[src/design/siu_pkg.sv]
// Package: widths, queue entry and status types for the segment intersection unit.
`default_nettype none
package siu_pkg;
    localparam int CW          = 32;      // coordinate
    localparam int DW          = CW + 1;  // delta / offset
    localparam int PW          = 2 * DW;  // cross product term
    localparam int SW          = PW + 1;  // den, sn, tn
    localparam int MW          = PW;      // magnitudes of den and tn
    localparam int QW          = DW;      // quotient bits
    localparam int NW          = MW + QW; // tn * |delta|
    localparam int QUEUE_DEPTH = 4;

    typedef struct packed {
        logic                 hit;
        logic [MW-1:0]        tn;
        logic [MW-1:0]        den;
        logic signed [CW-1:0] ax;
        logic signed [CW-1:0] ay;
        logic signed [DW-1:0] dax;
        logic signed [DW-1:0] day;
    } t_entry;

    typedef struct packed {
        logic full;
        logic empty;
    } t_q_stat;
endpackage
`default_nettype wire

[src/design/siu_queue.sv]
// Short queue between the front and back ends.
`default_nettype none
module siu_queue #(
    parameter int DEPTH = siu_pkg::QUEUE_DEPTH
) (
    input  wire logic            i_clk,
    input  wire logic            i_rst_n,
    input  wire logic            i_push,
    input  wire siu_pkg::t_entry i_entry,
    input  wire logic            i_pop,
    output siu_pkg::t_entry      o_entry,
    output siu_pkg::t_q_stat     o_stat
);
    import siu_pkg::*;

    localparam int AW = (DEPTH > 1) ? $clog2(DEPTH) : 1;
    localparam int NC = $clog2(DEPTH + 1);

    t_entry        r_mem [0:DEPTH-1];
    logic [AW-1:0] r_wr, r_rd;
    logic [NC-1:0] r_cnt;

    assign o_stat.full  = r_cnt == NC'(DEPTH);
    assign o_stat.empty = r_cnt == '0;
    assign o_entry      = r_mem[r_rd];

    always_ff @(posedge i_clk) begin
        if (i_push) r_mem[r_wr] <= i_entry;
    end

    always_ff @(posedge i_clk) begin
        if (!i_rst_n) begin
            r_wr  <= '0;
            r_rd  <= '0;
            r_cnt <= '0;
        end else begin
            if (i_push) r_wr <= (r_wr == AW'(DEPTH - 1)) ? '0 : r_wr + 1'b1;
            if (i_pop)  r_rd <= (r_rd == AW'(DEPTH - 1)) ? '0 : r_rd + 1'b1;
            if (i_push && !i_pop)      r_cnt <= r_cnt + 1'b1;
            else if (!i_push && i_pop) r_cnt <= r_cnt - 1'b1;
        end
    end
endmodule
`default_nettype wire

[config.mk]
export PLATFORM = sky130hd
export DESIGN_NAME = siu_queue
export DESIGN_NICKNAME = d
export VERILOG_FILES = /design/src/design/siu_pkg.sv /design/src/design/siu_queue.sv
export SDC_FILE = /design/constraint.sdc
export NUM_CORES = 1
export LEC_CHECK = 0
export ABC_AREA = 1
export BUFFER_PORTS_ARGS = -buffer_cell sky130_fd_sc_hd__buf_2
export CORE_ASPECT_RATIO = 0.75
export CORE_MARGIN = 1.5
export CORE_UTILIZATION = 50
export DETAILED_ROUTE_END_ITERATION = 6
export PLACE_DENSITY_LB_ADDON = 0.3
export SLEW_MARGIN = 20
export SYNTH_ARGS = -nofsm -noshare
export SYNTH_HDL_FRONTEND = slang
export SYNTH_SLANG_ARGS = --single-unit
[constraint.sdc]
create_clock -name i_clk -period 18.5 [get_ports i_clk]
set_input_delay 0.925 -clock i_clk [delete_from_list [all_inputs] [get_ports i_clk]]
set_output_delay 0.925 -clock i_clk [all_outputs]
set_load 0.02 [all_outputs]
Word-level counts from Yosys, hierarchy flattened
Memory sizes are Yosys's and may differ from the RTL's. A register that Yosys moved wholly into a read port is not among the register bits.
Index checks and enable logic that the tools add are counted.

cells by class
  $add $sub $neg = 4
  multipliers = 0
  div/mod/pow operators = 0
  magnitude comparators = 0
  equal/unequal tests = 3
  shift-type cells = 0
  muxes and demuxes = 8
  bitwise operators = 0
  reduce and logical (&&, ||, !) cells = 6

operators by type and width
  cell                                              number
  two-way mux 2 bit                                 4
  two-way mux 3 bit                                 2
  adder 2 x 1 -> 2 bit, second input constant       2
  equality test 2 bit, second input constant        2
  adder 3 x 1 -> 3 bit, second input constant       1
  equality test 3 bit, second input constant        1
  zero test 3 bit                                   1
  subtractor 3 x 1 -> 3 bit, second input constant  1
  logical AND 1 bit                                 2
  zero test 1 bit                                   2
  two-way mux 1 bit                                 2
  nonzero test 2 bit                                1

storage, ports and cells
  bits in registers = 7
  bits in latches = 0
  bits in writable memories = 1052
  bits in read-only memories = 0
  input port bits = 267
  memories = 1

memory list
  memory  words  width  read ports  clocked after memory_dff  write ports  line             source
  r_mem   4      263    1           1                         1            siu_queue.sv:19  t_entry r_mem [0:DEPTH-1];

Longest topological paths before layout
  depth after elaboration = 4
  depth in mapped cells = 10
  depth with buffers taken out = 10

Worst setup path before layout
OpenSTA, ideal clock, no wires.

  kind = in2reg
  start = input i_push
  end = memory r_mem[3][0] (netlist name) (enable)
  arrival = 6.006 ns
  path slack = 11.880 ns
  stages = 2
  path buffers = 0
  cell sequence = nand2_1 > inv_1

between the ends
  word-level cells in the longest chain between the ends = 2

RTL lines
  item                                     line             source
  start, declared                          siu_queue.sv:8   input wire logic i_push,
  two-way mux 1 bit                        siu_queue.sv:28  if (i_push) r_mem[r_wr] <= i_entry;
  two-way mux 1 bit (implied by the code)  siu_queue.sv:28
  end, declared                            siu_queue.sv:19

Every way passes these cells.

==> out/metrics.cfg <==
[outcome]
outcome = completed

[finish]
multi_input_area_um2 = 6480
ff_latch_area_um2 = 31800
area_delta_synth_final_pct = 17.9
fillers = 5801
final_area_um2 = 46000
drive_gt1_share_pct = 22.4
fin_util_pct = 59.7
nets = 3356

[placement]
portBuffers = 531
placed_cell_area_um2 = 42500
post-dp-hpwl_um = 51000
gp_congestion = 0.797

[synthesis]
syn-instance-count = 2602
avgSynthCellArea_um2 = 15.0
ys_ff_latch = 1061
synth_fa_ha_area_share_pct = 0.243
seq_area_frac_synth_pct = 81.3
synth_cell_type_count = 19
synth_compound_area_share_pct = 11.0
synth_top_family_by_area = compound AO/OA/AOI/OAI gates
synth_mux_area_share_pct = 0
yosys.area_share.simple_pct = 5.29
synth_xor_area_share_pct = 0.0224
syn_nets = 2876
synth_warnings = 0
syn_area_um2 = 39100

[detailed_routing]
drt-initial-drc-count = 2234
firstDrtPassIters = 5
vias = 23900
drc = 0
ant_nets = 0
vias_per_cell = 5.67
wirelength_um = 91700
wl_per_cell_um = 21.7

[setup_path]
worstSetupEndpointType = primary output
critPathKind = flop to primary output
crit_fanout = 152
path_delay_family = buffers and inverters
startpoint_type = flop
cp.buffers_inverters = 5
cp.arrival_ns = 4.08
path_cells = buf_12 -> buf_16 -> buf_4 -> buf_12 -> o21ai_0 -> o22ai_1 -> buf_2
critical-path-max-stage-delay_ns = 0.82
crit_slowest_cell = dfxtp_4
critPathRequiredTime_ns = 17.57
crit_top_cell = buf_12

[pwr]
report.power.total_mw = 5.45
switchingPower_mw = 1.30
seqPwrFrac_pct = 51.0
power.share.switching_pct = 23.9
p_leak_nw = 15.9
p_int_mw = 4.15
vdd_drop_max_uv = 92.9
power_density_nw_per_um2 = 118
pwr-share-comb_pct = 10.4
p_clk_share_pct = 38.6

[timing]
whs_ns = 0.471
fmax_mhz = 200
drv_slew = 0
rsz0062_at_grt = no
hold_viol = 0
relSlewSlack_pct = 27.4
clock_skew_ns = 0.0198
final.min_clock_period_ns = 5.00
finalSetupTns_ns = 0
setup_violations = 0
worst_pin_slew_ns = 1.09
fin_crit_sh_pct = 27.0

[clock_tree]
cts_setup_buffers = 0
cts-root-buf = clkbuf_16
clock-sinks = 1061
postCtsHoldBufs = 0
post_cts_resized = 0
cts_tree = yes
cts-buffers-inserted = 99
h-tree-depth = 3
clk_pin_slew_ns = 0.06
max-clock-path-buffers = 3
insertion_delay_ns = 0.66

[floorplan]
rows = 88
die_w_um = 326
start_util_pct = 50.7
die_h_um = 245
coreArea_um2 = 77100
die-area_um2 = 79800
ios = 532

[grt]
antenna_found_initial = 40
grt_use_total_pct = 22.2
grt_pass1_vias = 23200
grt_overflow = 0
grt_pass1_wl_um = 136000
grt_max_degree = 252

[run]
maxCapViolCount = 0

[worst_hold_path]
min_path_type = input pin to flop

placed cells by master, fill, tap and decap left out, drive strengths merged:
| cell | n |
|---|---|
| o21ai | 529 |
| nand3 | 1 |
| clkinv | 35 |
| nand2 | 8 |
| fa | 1 |
| inv | 20 |
| bufinv | 17 |
| diode | 30 |
| clkbuf | 117 |
| buf | 553 |
| o22ai | 263 |
| nor2 | 534 |
| edfxtp | 1052 |
| ha | 6 |
| xor2 | 1 |
| a21oi | 3 |
| clkinvlp | 4 |
| dfxtp | 9 |
| nor3 | 4 |
| nand4 | 1 |
worst paths after layout:
kind / start / end / slack (ns) / cells past startpoint
setup reg to reg: r_wr[0]$_SDFFE_PN0P_ / r_mem[0][112]$_DFFE_PP_ / 15.02 / 6
hold / removal: i_entry[82] / r_mem[3][82]$_DFFE_PP_ / 0.47 / 1
setup / recovery: flop / o_entry[97] / 13.50 / 7
hold reg to reg: r_wr[1]$_SDFFE_PN0P_ / r_wr[1]$_SDFFE_PN0P_ / 0.56 / 2
layout make-up:
class | instances | area share, %
Tap cell | 1035 | 2.81
Sequential cell | 1061 | 69.0
Antenna cell | 30 | 0.163
Multi-Input combinational cell | 1351 | 14.1
Inverter | 16 | 0.234
Clock inverter | 60 | 1.76
Clock buffer | 117 | 5.62
Timing Repair Buffer | 553 | 6.33
cell usage after synthesis:
master | number | area (um^2)
edfxtp_1 | 1052 | 31600
nor2_1 | 534 | 2000
o21ai_0 | 529 | 2650
o22ai_1 | 263 | 1650
clkbuf_1 | 116 | 435
buf_2 | 52 | 260
inv_1 | 15 | 56.3
dfxtp_1 | 9 | 180
nand2_1 | 8 | 30.0
ha_1 | 6 | 75.1
nor3_1 | 4 | 20.0
a21oi_1 | 3 | 15.0
buf_4 | 3 | 22.5
buf_6 | 3 | 33.8
fa_1 | 1 | 20.0
inv_2 | 1 | 3.75
nand3_1 | 1 | 5.00
nand4_1 | 1 | 6.26
xor2_1 | 1 | 8.76
sequential cells by signal (all words and copies together) (netlist names), named ones only:
register  cells
r_rd          2
r_cnt         3
r_mem      1052
r_wr          2
layer usage:
layer / track usage (%) / vias to the layer above / wire length (um)
li1: - / 10900 / -
met4: 7.81 / 30 / 2300
met3: 5.94 / 169 / 7500
met5: 0 / - / 193
met1: 28.7 / 12000 / 36100
met2: 36.6 / 857 / 45600
power by group through the flow:
| stage | Clock [mW] | Sequential (mW) | Combinational (mW) |
|---|---|---|---|
| finish | 2.11 | 2.78 | 0.566 |
| global route | 2.23 | 2.78 | 0.611 |
| CTS | 2.13 | 2.78 | 0.568 |
| detailed placement | 0 | 2.83 | 0.564 |
| global placement | 0 | 2.82 | 0.550 |
| floorplan | 0 | 2.84 | 0.333 |
metrics by stage:
| stage | std cells | setup slack (ns) |
|---|---|---|
| 2_1_floorplan | 2602 | 11.88 |
| 3_3_place_gp | 4013 | 14.26 |
| 3_5_place_dp | 4013 | 14.06 |
| 4_1_cts | 4190 | 13.33 |
| 5_1_grt | 4212 | 13.21 |
| 6_report | 4223 | 13.50 |
logic make-up after synthesis:
family,Yosys count
fa+ha+maj,7
buf+inv,190
flops,1061
xor+xnor,1
compound gates,795
simple gates,548
Note: power is estimated with default switching activity, not from simulation.
